**src/sv/icmp_rc_pkg.sv**
```systemverilog
package icmp_rc_pkg;

  typedef logic [1:0] reply_class_t;

  localparam reply_class_t CLS_OTHER   = 2'd0;
  localparam reply_class_t CLS_EXPIRED = 2'd1;
  localparam reply_class_t CLS_ECHO    = 2'd2;

  localparam logic [7:0] TYPE_ECHO_REPLY    = 8'd0;
  localparam logic [7:0] TYPE_TIME_EXCEEDED = 8'd11;
  localparam logic [7:0] ICMP_HDR_SKIP      = 8'd8;
  localparam logic [7:0] ID_OFFSET          = 8'd4;
  localparam logic [7:0] POS_MAX            = 8'd255;
  localparam logic [3:0] MIN_IHL            = 4'd5;

  function automatic logic [5:0] hdr_len_of(input logic [7:0] b);
    logic [3:0] ihl;
    ihl = b[3:0];
    return (ihl >= MIN_IHL) ? {ihl, 2'b00} : 6'd0;
  endfunction

endpackage

```
**src/sv/icmp_reply_classifier_unit.sv**
```systemverilog
// icmp reply classifier
// in channel: in_pkt_byte / in_last_byte, one byte of a received ipv4
// packet per item, in wire order, under in_valid / in_ready.
// out channel: out_reply_class under out_valid / out_ready, one item per
// packet, issued for the packet's last byte: other, time exceeded quoting
// our probe id, or echo reply carrying our probe id.
// cfg port: cfg_wr_en / cfg_wr_data load the 16-bit probe id; write only
// while no packet is in flight.
// a byte taken is held in the input register and classified from there
// into the output register; out_valid rises there for the packet's last
// byte, unless a pending result stalls that byte in the input register.
// throughput: one byte per cycle unless a last byte waits on a stalled
// result; the single classification pass between the registers sets that figure.
// reset (rst_n low at a clock edge) empties both registers, clears the
// packet state and the probe id to zero.
// when the receiver holds out_ready low with a result pending, a further
// last byte waits in the input register and in_ready drops; other bytes
// keep flowing.
module icmp_reply_classifier_unit (
  input  logic                      clk,
  input  logic                      rst_n,
  input  logic                      in_valid,
  output logic                      in_ready,
  input  logic [7:0]                in_pkt_byte,
  input  logic                      in_last_byte,
  output logic                      out_valid,
  input  logic                      out_ready,
  output icmp_rc_pkg::reply_class_t out_reply_class,
  input  logic                      cfg_wr_en,
  input  logic [15:0]               cfg_wr_data
);

  logic                      s1_valid_r, s1_valid_nxt;
  logic [7:0]                s1_byte_r;
  logic                      s1_last_r;
  logic                      s1_go;

  logic [15:0]               probe_id_r;
  logic [7:0]                byte_pos_r, byte_pos_nxt;
  logic [5:0]                outer_len_r, outer_len_nxt;
  logic [7:0]                icmp_kind_r, icmp_kind_nxt;
  logic [5:0]                inner_len_r, inner_len_nxt;
  logic [7:0]                id_high_r, id_high_nxt;
  icmp_rc_pkg::reply_class_t verdict_r, verdict_nxt;

  logic                      out_valid_r, out_valid_nxt;
  icmp_rc_pkg::reply_class_t out_class_r;

  logic [7:0]                hdr_end;
  logic [7:0]                inner_at;
  logic [7:0]                id_at;
  logic                      id_check;
  icmp_rc_pkg::reply_class_t id_cls;
  icmp_rc_pkg::reply_class_t verdict_upd;

  assign s1_go    = s1_valid_r && (!s1_last_r || !out_valid_r || out_ready);
  assign in_ready = !s1_valid_r || s1_go;

  assign hdr_end  = {2'b00, outer_len_r};
  assign inner_at = hdr_end + icmp_rc_pkg::ICMP_HDR_SKIP;

  // field decode for the byte held in the input register
  always_comb begin
    outer_len_nxt = outer_len_r;
    icmp_kind_nxt = icmp_kind_r;
    inner_len_nxt = inner_len_r;
    id_high_nxt   = id_high_r;
    verdict_upd   = verdict_r;
    id_check      = 1'b0;
    id_at         = hdr_end + icmp_rc_pkg::ID_OFFSET;
    id_cls        = icmp_rc_pkg::CLS_ECHO;

    if (byte_pos_r == 8'd0) begin
      outer_len_nxt = icmp_rc_pkg::hdr_len_of(s1_byte_r);
      verdict_upd   = icmp_rc_pkg::CLS_OTHER;
    end else if (outer_len_r != 6'd0) begin
      if (byte_pos_r == hdr_end) begin
        icmp_kind_nxt = s1_byte_r;
      end else if (byte_pos_r > hdr_end) begin
        if (icmp_kind_r == icmp_rc_pkg::TYPE_ECHO_REPLY) begin
          id_check = 1'b1;
        end else if (icmp_kind_r == icmp_rc_pkg::TYPE_TIME_EXCEEDED) begin
          if (byte_pos_r == inner_at) begin
            inner_len_nxt = icmp_rc_pkg::hdr_len_of(s1_byte_r);
          end else if (byte_pos_r > inner_at && inner_len_r != 6'd0) begin
            id_check = 1'b1;
            id_at    = inner_at + {2'b00, inner_len_r} + icmp_rc_pkg::ID_OFFSET;
            id_cls   = icmp_rc_pkg::CLS_EXPIRED;
          end
        end
      end
    end

    if (id_check) begin
      if (byte_pos_r == id_at) begin
        id_high_nxt = s1_byte_r;
      end else if (byte_pos_r == id_at + 8'd1) begin
        verdict_upd = ({id_high_r, s1_byte_r} == probe_id_r) ? id_cls
                                                            : icmp_rc_pkg::CLS_OTHER;
      end
    end
  end

  // packet state advance
  always_comb begin
    byte_pos_nxt = byte_pos_r;
    verdict_nxt  = verdict_r;
    if (s1_go) begin
      verdict_nxt = verdict_upd;
      if (byte_pos_r != icmp_rc_pkg::POS_MAX) begin
        byte_pos_nxt = byte_pos_r + 8'd1;
      end
      if (s1_last_r) begin
        byte_pos_nxt = 8'd0;
        verdict_nxt  = icmp_rc_pkg::CLS_OTHER;
      end
    end
  end

  always_comb begin
    s1_valid_nxt = s1_valid_r;
    if (in_valid && in_ready) begin
      s1_valid_nxt = 1'b1;
    end else if (s1_go) begin
      s1_valid_nxt = 1'b0;
    end
  end

  always_comb begin
    out_valid_nxt = out_valid_r;
    if (s1_go && s1_last_r) begin
      out_valid_nxt = 1'b1;
    end else if (out_ready) begin
      out_valid_nxt = 1'b0;
    end
  end

  always_ff @(posedge clk) begin
    if (!rst_n) begin
      s1_valid_r  <= 1'b0;
      out_valid_r <= 1'b0;
      probe_id_r  <= 16'd0;
      byte_pos_r  <= 8'd0;
      outer_len_r <= 6'd0;
      icmp_kind_r <= 8'd0;
      inner_len_r <= 6'd0;
      id_high_r   <= 8'd0;
      verdict_r   <= icmp_rc_pkg::CLS_OTHER;
    end else begin
      s1_valid_r  <= s1_valid_nxt;
      out_valid_r <= out_valid_nxt;
      byte_pos_r  <= byte_pos_nxt;
      verdict_r   <= verdict_nxt;
      if (cfg_wr_en) begin
        probe_id_r <= cfg_wr_data;
      end
      if (s1_go) begin
        if (s1_last_r) begin
          outer_len_r <= 6'd0;
          icmp_kind_r <= 8'd0;
          inner_len_r <= 6'd0;
          id_high_r   <= 8'd0;
        end else begin
          outer_len_r <= outer_len_nxt;
          icmp_kind_r <= icmp_kind_nxt;
          inner_len_r <= inner_len_nxt;
          id_high_r   <= id_high_nxt;
        end
      end
    end
  end

  always_ff @(posedge clk) begin
    if (in_valid && in_ready) begin
      s1_byte_r <= in_pkt_byte;
      s1_last_r <= in_last_byte;
    end
    if (s1_go && s1_last_r) begin
      out_class_r <= verdict_upd;
    end
  end

  assign out_valid       = out_valid_r;
  assign out_reply_class = out_class_r;

endmodule

```
**config.mk**
```make
export PLATFORM = sky130hd
export DESIGN_NAME = icmp_reply_classifier_unit
export DESIGN_NICKNAME = d
export VERILOG_FILES = /design/src/sv/icmp_rc_pkg.sv /design/src/sv/icmp_reply_classifier_unit.sv
export SDC_FILE = /design/constraint.sdc
export NUM_CORES = 1
export LEC_CHECK = 0
export BUFFER_PORTS_ARGS = -buffer_cell sky130_fd_sc_hd__buf_4
export CORE_MARGIN = 5
export CORE_UTILIZATION = 50
export CTS_CLUSTER_SIZE = 10
export DETAILED_ROUTE_END_ITERATION = 7
export PLACE_DENSITY = 0.69
export SYNTH_ARGS = -nofsm -noshare
export SYNTH_HDL_FRONTEND = slang
export SYNTH_SLANG_ARGS = --single-unit
```
**constraint.sdc**
```tcl
create_clock -name clk -period 3.7 [get_ports clk]
set_input_delay 0.37 -clock clk [delete_from_list [all_inputs] [get_ports clk]]
set_output_delay 0.37 -clock clk [all_outputs]
set_load 0.05 [all_outputs]
```
# Yosys cells after proc, flatten, opt, wreduce, memory -nomap -nowiden
# Index checks and enable logic that the tools add are counted.
[totals]
register_bits = 67
wordCells = 115
[classes]
n_lt_le_gt_ge = 3
eq_ne = 10
n_addsub = 6
muxes = 54
n_reduce_logical = 30
[op_table]
columns = ["op", "n"]
rows = [
  ["two-way mux 8 bit", 17],
  ["two-way mux 6 bit", 11],
  ["two-way mux 2 bit", 14],
  ["nonzero test 2 bit", 11],
  ["adder 8 x 1 -> 8 bit, second input constant", 2],
  ["== test 16 bit", 1],
  ["== test 8 bit", 2],
  ["zero test 8 bit", 2],
  ["two-way mux 1 bit", 12],
  ["nonzero test 6 bit", 2],
  ["adder 7 x 6 -> 8 bit", 1],
  ["adder 8 x 3 -> 8 bit, second input constant", 1],
  ["== test 8 x 4 -> 1 bit, second input constant", 1],
  ["== test 8 x 6 -> 1 bit", 1],
  ["== test 8 x 7 -> 1 bit", 1],
  ["> comparator 8 x 6 -> 1 bit", 1],
  ["> comparator 8 x 7 -> 1 bit", 1],
  ["!= test 8 bit, second input constant", 1],
  ["AND reduction 8 bit", 1],
  ["adder 6 x 3 -> 7 bit, second input constant", 1],
  ["adder 6 x 4 -> 7 bit, second input constant", 1],
  ["!= test 2 bit, second input constant", 3],
  [">= comparator 4 x 3 -> 1 bit, second input constant", 1],
  ["logical AND 1 bit", 4],
  ["5 further kinds", 10],
]

# Longest topological paths before layout
[logic_depth]
ltp_word = 17
depth_mapped = 14
ltp_nobuf = 14

# Worst setup path before layout
# OpenSTA, ideal clock, no wires.
[synth_timing]
path_type = "reg-to-reg"
startpoint = "register outer_len_r[4]"
endpoint = "register out_class_r[0], in the netlist out_reply_class[0], data pin"
t_required_ps = 3438
arrival_time_ps = 2945
slack_ps = 493
period_less_slack_ps = 3207
setup_time_ps = 262
path_stages_with_launch = 13
cell_sequence = "dfxtp_1 -> ha_1 -> ha_1 -> fa_1 -> a21o_1 -> a21oi_1 -> mux2i_1 -> nand3_1 -> o221a_1 -> nor4_1 -> nand3_1 -> nand3_1 -> o31ai_1"
[synth_via]
elab_chain_len = 16
word_cells_on_any_way = 41
classes_between = "add/sub (5); order compare (2); eq/ne (4); mux (28); reduce/logical (2)"
[synth_rtl]
columns = ["element", "line_no", "text"]
rows = [
  ["start, declared", "icmp_reply_classifier_unit.sv:40", "logic [5:0] outer_len_r, outer_len_nxt;"],
  ["start signal, assigned", "icmp_reply_classifier_unit.sv:164", "outer_len_r <= outer_len_nxt;"],
  ["adder 6 x 4 -> 7 bit", "icmp_reply_classifier_unit.sv:60", "assign inner_at = hdr_end + icmp_rc_pkg::ICMP_HDR_SKIP;"],
  ["adder 7 x 6 -> 8 bit / > comparator 8 x 7 -> 1 bit (equally long branches)", "icmp_reply_classifier_unit.sv:87, icmp_reply_classifier_unit.sv:85", ""],
  ["adder 8 x 3 -> 8 bit / logical AND 1 bit (equally long branches)", "icmp_reply_classifier_unit.sv:87, icmp_reply_classifier_unit.sv:85", ""],
  ["two-way mux 8 bit", "icmp_reply_classifier_unit.sv:85", "end else if (byte_pos_r > inner_at && inner_len_r != 6'd0) begin"],
  ["two-way mux 8 bit", "icmp_reply_classifier_unit.sv:83", "if (byte_pos_r == inner_at) begin"],
  ["two-way mux 8 bit", "icmp_reply_classifier_unit.sv:82", "end else if (icmp_kind_r == icmp_rc_pkg::TYPE_TIME_EXCEEDED) begin"],
  ["two-way mux 8 bit", "icmp_reply_classifier_unit.sv:80", "if (icmp_kind_r == icmp_rc_pkg::TYPE_ECHO_REPLY) begin"],
  ["two-way mux 8 bit", "icmp_reply_classifier_unit.sv:79", "end else if (byte_pos_r > hdr_end) begin"],
  ["two-way mux 8 bit", "icmp_reply_classifier_unit.sv:77", "if (byte_pos_r == hdr_end) begin"],
  ["two-way mux 8 bit", "icmp_reply_classifier_unit.sv:76", "end else if (outer_len_r != 6'd0) begin"],
  ["two-way mux 8 bit", "icmp_reply_classifier_unit.sv:73", "if (byte_pos_r == 8'd0) begin"],
  ["adder 8 x 1 -> 8 bit", "icmp_reply_classifier_unit.sv:97", "end else if (byte_pos_r == id_at + 8'd1) begin"],
  ["== test 8 bit", "icmp_reply_classifier_unit.sv:97", ""],
  ["two-way mux 2 bit", "icmp_reply_classifier_unit.sv:97", ""],
  ["two-way mux 2 bit", "icmp_reply_classifier_unit.sv:95", "if (byte_pos_r == id_at) begin"],
  ["two-way mux 2 bit *", "icmp_reply_classifier_unit.sv:94", "if (id_check) begin"],
  ["via verdict_upd[0]", "icmp_reply_classifier_unit.sv:54", "icmp_rc_pkg::reply_class_t verdict_upd;"],
  ["end signal, assigned", "icmp_reply_classifier_unit.sv:179", "out_class_r <= verdict_upd;"],
  ["end, declared", "icmp_reply_classifier_unit.sv:47", "icmp_rc_pkg::reply_class_t out_class_r;"],
]
# The timed path passes the listed nets; every way through them passes the cells marked *.
# A chain may end at the register's enable or synchronous reset.

# Final worst setup path
[layout_timing]
startpoint = "register outer_len_r[3]"
endpoint = "register out_class_r[1], in the netlist out_reply_class[1], data pin"
# The elaborated chain is that of the path after synthesis.

==> impl_metrics.yaml <==
outcome:
  status: "completed"
timing:
  rsz0062_at_grt: "false"
  setup_viol: 0
  hold_ws_ps: 204.1
  fin_skew_ps: 10.40
  fmax_mhz: 293.0
  maxSlewViolCount: 0
  hold_viol_final: 0
  fin_ws_ps: 287.0
  worstMarginPinSlew_ps: 1184
  post-route-period-util_pct: 92.24
  slew_headroom_pct: 20.67
  finalSetupTns_ps: 0
  min_period_ps: 3413
global_routing:
  use_met3_pct: 4.657
  grt_use_met2_pct: 30.95
  busiest_layer: "met2"
  grt_overflow: 0
  grt_max_degree: 45
  grt_pass1_vias: 2858
  grt_usage_pct: 19.89
  grt_antenna_before_repair: 0
  grt_first_pass_wirelength_mm: 13.81
  use_met1_pct: 26.88
drt:
  wirelength_mm: 8.253
  vias: 2849
  wl_per_cell_um: 15.87
  postRouteAntennaNets: 0
  drt-vias-per-instance: 5.479
  drt_iter0_markers: 163
  drcViolationCount: 0
  drt-pass1-iter-count: 4
die:
  core_region_area_um2: 7137
  core.rowCount: 31
  die-area_um2: 9035
  start_util_pct: 50.68
  fp.dieH_um: 95.06
  die_w_um: 95.06
  boundaryPins: 34
cts:
  clk_pin_slew_ps: 80
  cts_tree: "yes"
  cts_buffers: 9
  cts_max_level: 3
  clkLatencyLatePin_ps: 340
  cts.sinks: 63
  clk_path_buf_depth: 2
  hold_buffers: 0
  cts_root_buf: "clkbuf_8"
logic_synthesis:
  synth_edf_count: 11
  syn-num-nets: 431
  syn-cell-area_um2: 3617
  synth_area_per_cell_um2: 9.569
  synth_flop_cell: "dfxtp_1"
  yosys_warnings: 0
  synthArstFlopShare_pct: 0
  ys_types: 61
  synth_seq_area_share_pct: 37.91
  synth_seq_cells: 63
  synthesis.instances: 378
finish:
  antennaDiodeCount: 0
  finalInstanceArea_um2: 4182
  area_growth_pct: 15.60
  nets: 469
  layout.cells.non_filler: 520
  drive_above_1_share_pct: 17.10
  fillers: 660
setup_path:
  path_class: "reg2reg"
  critPathCaptureType: "register"
  cp-start-kind: "register"
  timing.critical_path.fanout_max: 6
  cp-startpoint: "outer_len_r[3]$_SDFFE_PN0P_"
  critical_path_required_ps: 3780
  r2r-start: "outer_len_r[3]$_SDFFE_PN0P_"
  reg2regPathDepth: 12
  worstPathArrival_ps: 3500
placement:
  placed_area_um2: 3981
  routabilityCongestion: 0.9440
  portBuffers: 33
  place_ws_ps: 231.9
  dp_hpwl_mm: 6.251
  dpl.cell_count: 503
pwr:
  pwr_density_cell_nw_per_um2: 347.6
  leakage_nw: 1.737
  ir_worst_vdd_v: 0.0002826
flow_run:
  maxCapViolCount: 0
hold_path:
  min_path_type: "in2reg"
  min_from: "in_pkt_byte[3]"
  min_path_cells: 1
registers in the layout, indices dropped and copies added (netlist names):
name             cells
byte_pos_r           8
icmp_kind_r          8
s1_last_r            1
s1_valid_r           1
s1_byte_r            8
id_high_r            8
probe_id_r          16
inner_len_r          4
out_reply_class      2
out_valid            1
verdict_r            2
outer_len_r          4
timing repair:
item	4_1_cts	5_1_grt
buffers inserted	0	1
resized for setup	0	2
setup endpoints to repair	0	10
cells in the mapped netlist (2+ instances only):
| master | instances | share of area [%] |
|---|---|---|
| nor3_1 | 2 | 0.28 |
| xor2_1 | 16 | 3.9 |
| ha_1 | 22 | 7.6 |
| a21o_1 | 4 | 0.83 |
| dfxtp_1 | 52 | 29 |
| and4_1 | 2 | 0.48 |
| mux2i_1 | 28 | 7.7 |
| and2_1 | 5 | 0.86 |
| nand2b_1 | 2 | 0.35 |
| nor2_1 | 11 | 1.1 |
| o211ai_1 | 2 | 0.41 |
| buf_1 | 2 | 0.21 |
| o21ai_1 | 2 | 0.28 |
| a21oi_1 | 7 | 0.97 |
| o21a_1 | 3 | 0.62 |
| a31oi_1 | 2 | 0.35 |
| a32oi_1 | 3 | 0.73 |
| nand2_1 | 38 | 3.9 |
| clkbuf_1 | 9 | 0.93 |
| nand3_1 | 17 | 2.4 |
| a22oi_1 | 8 | 1.7 |
| and3_1 | 5 | 0.86 |
| edfxtp_1 | 11 | 9.1 |
| o31ai_1 | 4 | 0.83 |
| buf_2 | 2 | 0.28 |
| nor4_1 | 10 | 1.7 |
| nand4_1 | 7 | 1.2 |
| and4b_1 | 2 | 0.55 |
| o21ai_0 | 6 | 0.83 |
| xnor2_1 | 13 | 3.1 |
| a211oi_2 | 2 | 0.69 |
| inv_1 | 18 | 1.9 |
| a21boi_0 | 4 | 0.83 |
| nor2b_1 | 30 | 5.2 |
layer usage:
| metal | up-vias | routed length [um] | share of wire (%) |
|---|---|---|---|
| met5 | - | 0 | 0 |
| met2 | 67 | 3785 | 46 |
| met1 | 1331 | 3954 | 48 |
| met3 | 14 | 364 | 4.4 |
| met4 | 0 | 149 | 1.8 |
| li1 | 1437 | - | - |
cell families (layout without fill, tap and decap cells):
family                     count (synthesis)  in the layout  share of synthesized area, %
xor gates and xnor gates                  29             29                         7.022
DFF                                       63             63                         37.91
muxes                                     28             28                         7.748
buffers and inverters                     33             76                         3.735
AOI/OAI and AO/OA                         57             57                         11.62
and+or+nand+nor                          145            145                         23.80
adders and majority gates                 23             23                         8.163
critical path: stages, from the launching register on:
cell and delay (ps):
dfxtp_2 360, ha_1 320, ha_1 330, fa_1 470
a21o_1 190, a21oi_1 170, mux2i_1 250, nand3_1 100
o221a_1 290, nor4_1 320, nand3_1 190, nand3_1 130
o31ai_1 80
final cells by class:
class	count	area, um2	share of cell area, %
clock buffers	10	148.9	3.561
clock inverters	6	41.29	0.9874
inverters	18	67.56	1.616
multi-input cells	282	2111	50.48
flip-flops and latches	63	1374	32.85
well taps	99	123.9	2.962
repair buffers	42	315.3	7.540
stage by stage:
stage                     utilization [%]  total power [W]
after floorplan                         -        0.0008447
after global placement              55.79        0.0008983
after detailed placement            55.79        0.0009018
after CTS                           58.45         0.001474
after global routing                58.59         0.001517
final                               58.59         0.001453
final timing paths:
| check | to | slack [ps] |
|---|---|---|
| min | s1_byte_r[3]$_DFFE_PP_ | 200 |
| max | out_reply_class[1]$_DFFE_PP_ | 290 |
| max reg2reg | out_reply_class[1]$_DFFE_PP_ | 290 |
| min reg2reg | id_high_r[7]$_SDFFE_PN0P_ | 470 |
placed cells by master, fill, tap and decap left out, drive strengths merged, types with 4 or more instances in the layout:
master   n
nand3   18
xor2    16
xnor2   13
nor2b   30
mux2i   28
nand2   38
ha      22
edfxtp  11
inv     20
buf     42
nor2    12
clkbuf  10
a21o     4
and3     6
a21boi   5
dfxtp   52
a21oi    7
and2     5
o21ai    8
o31ai    4
nor4    10
a22oi    8
nand4    7
power by group:
group          total (W)  switching (W)  internal [W]  leakage, nW
sequential      0.000738      0.0000198      0.000718        0.531
clock           0.000566       0.000281      0.000285       0.0981
combinational   0.000149      0.0000785     0.0000708         1.11
Power figures use the tool's default switching activity.
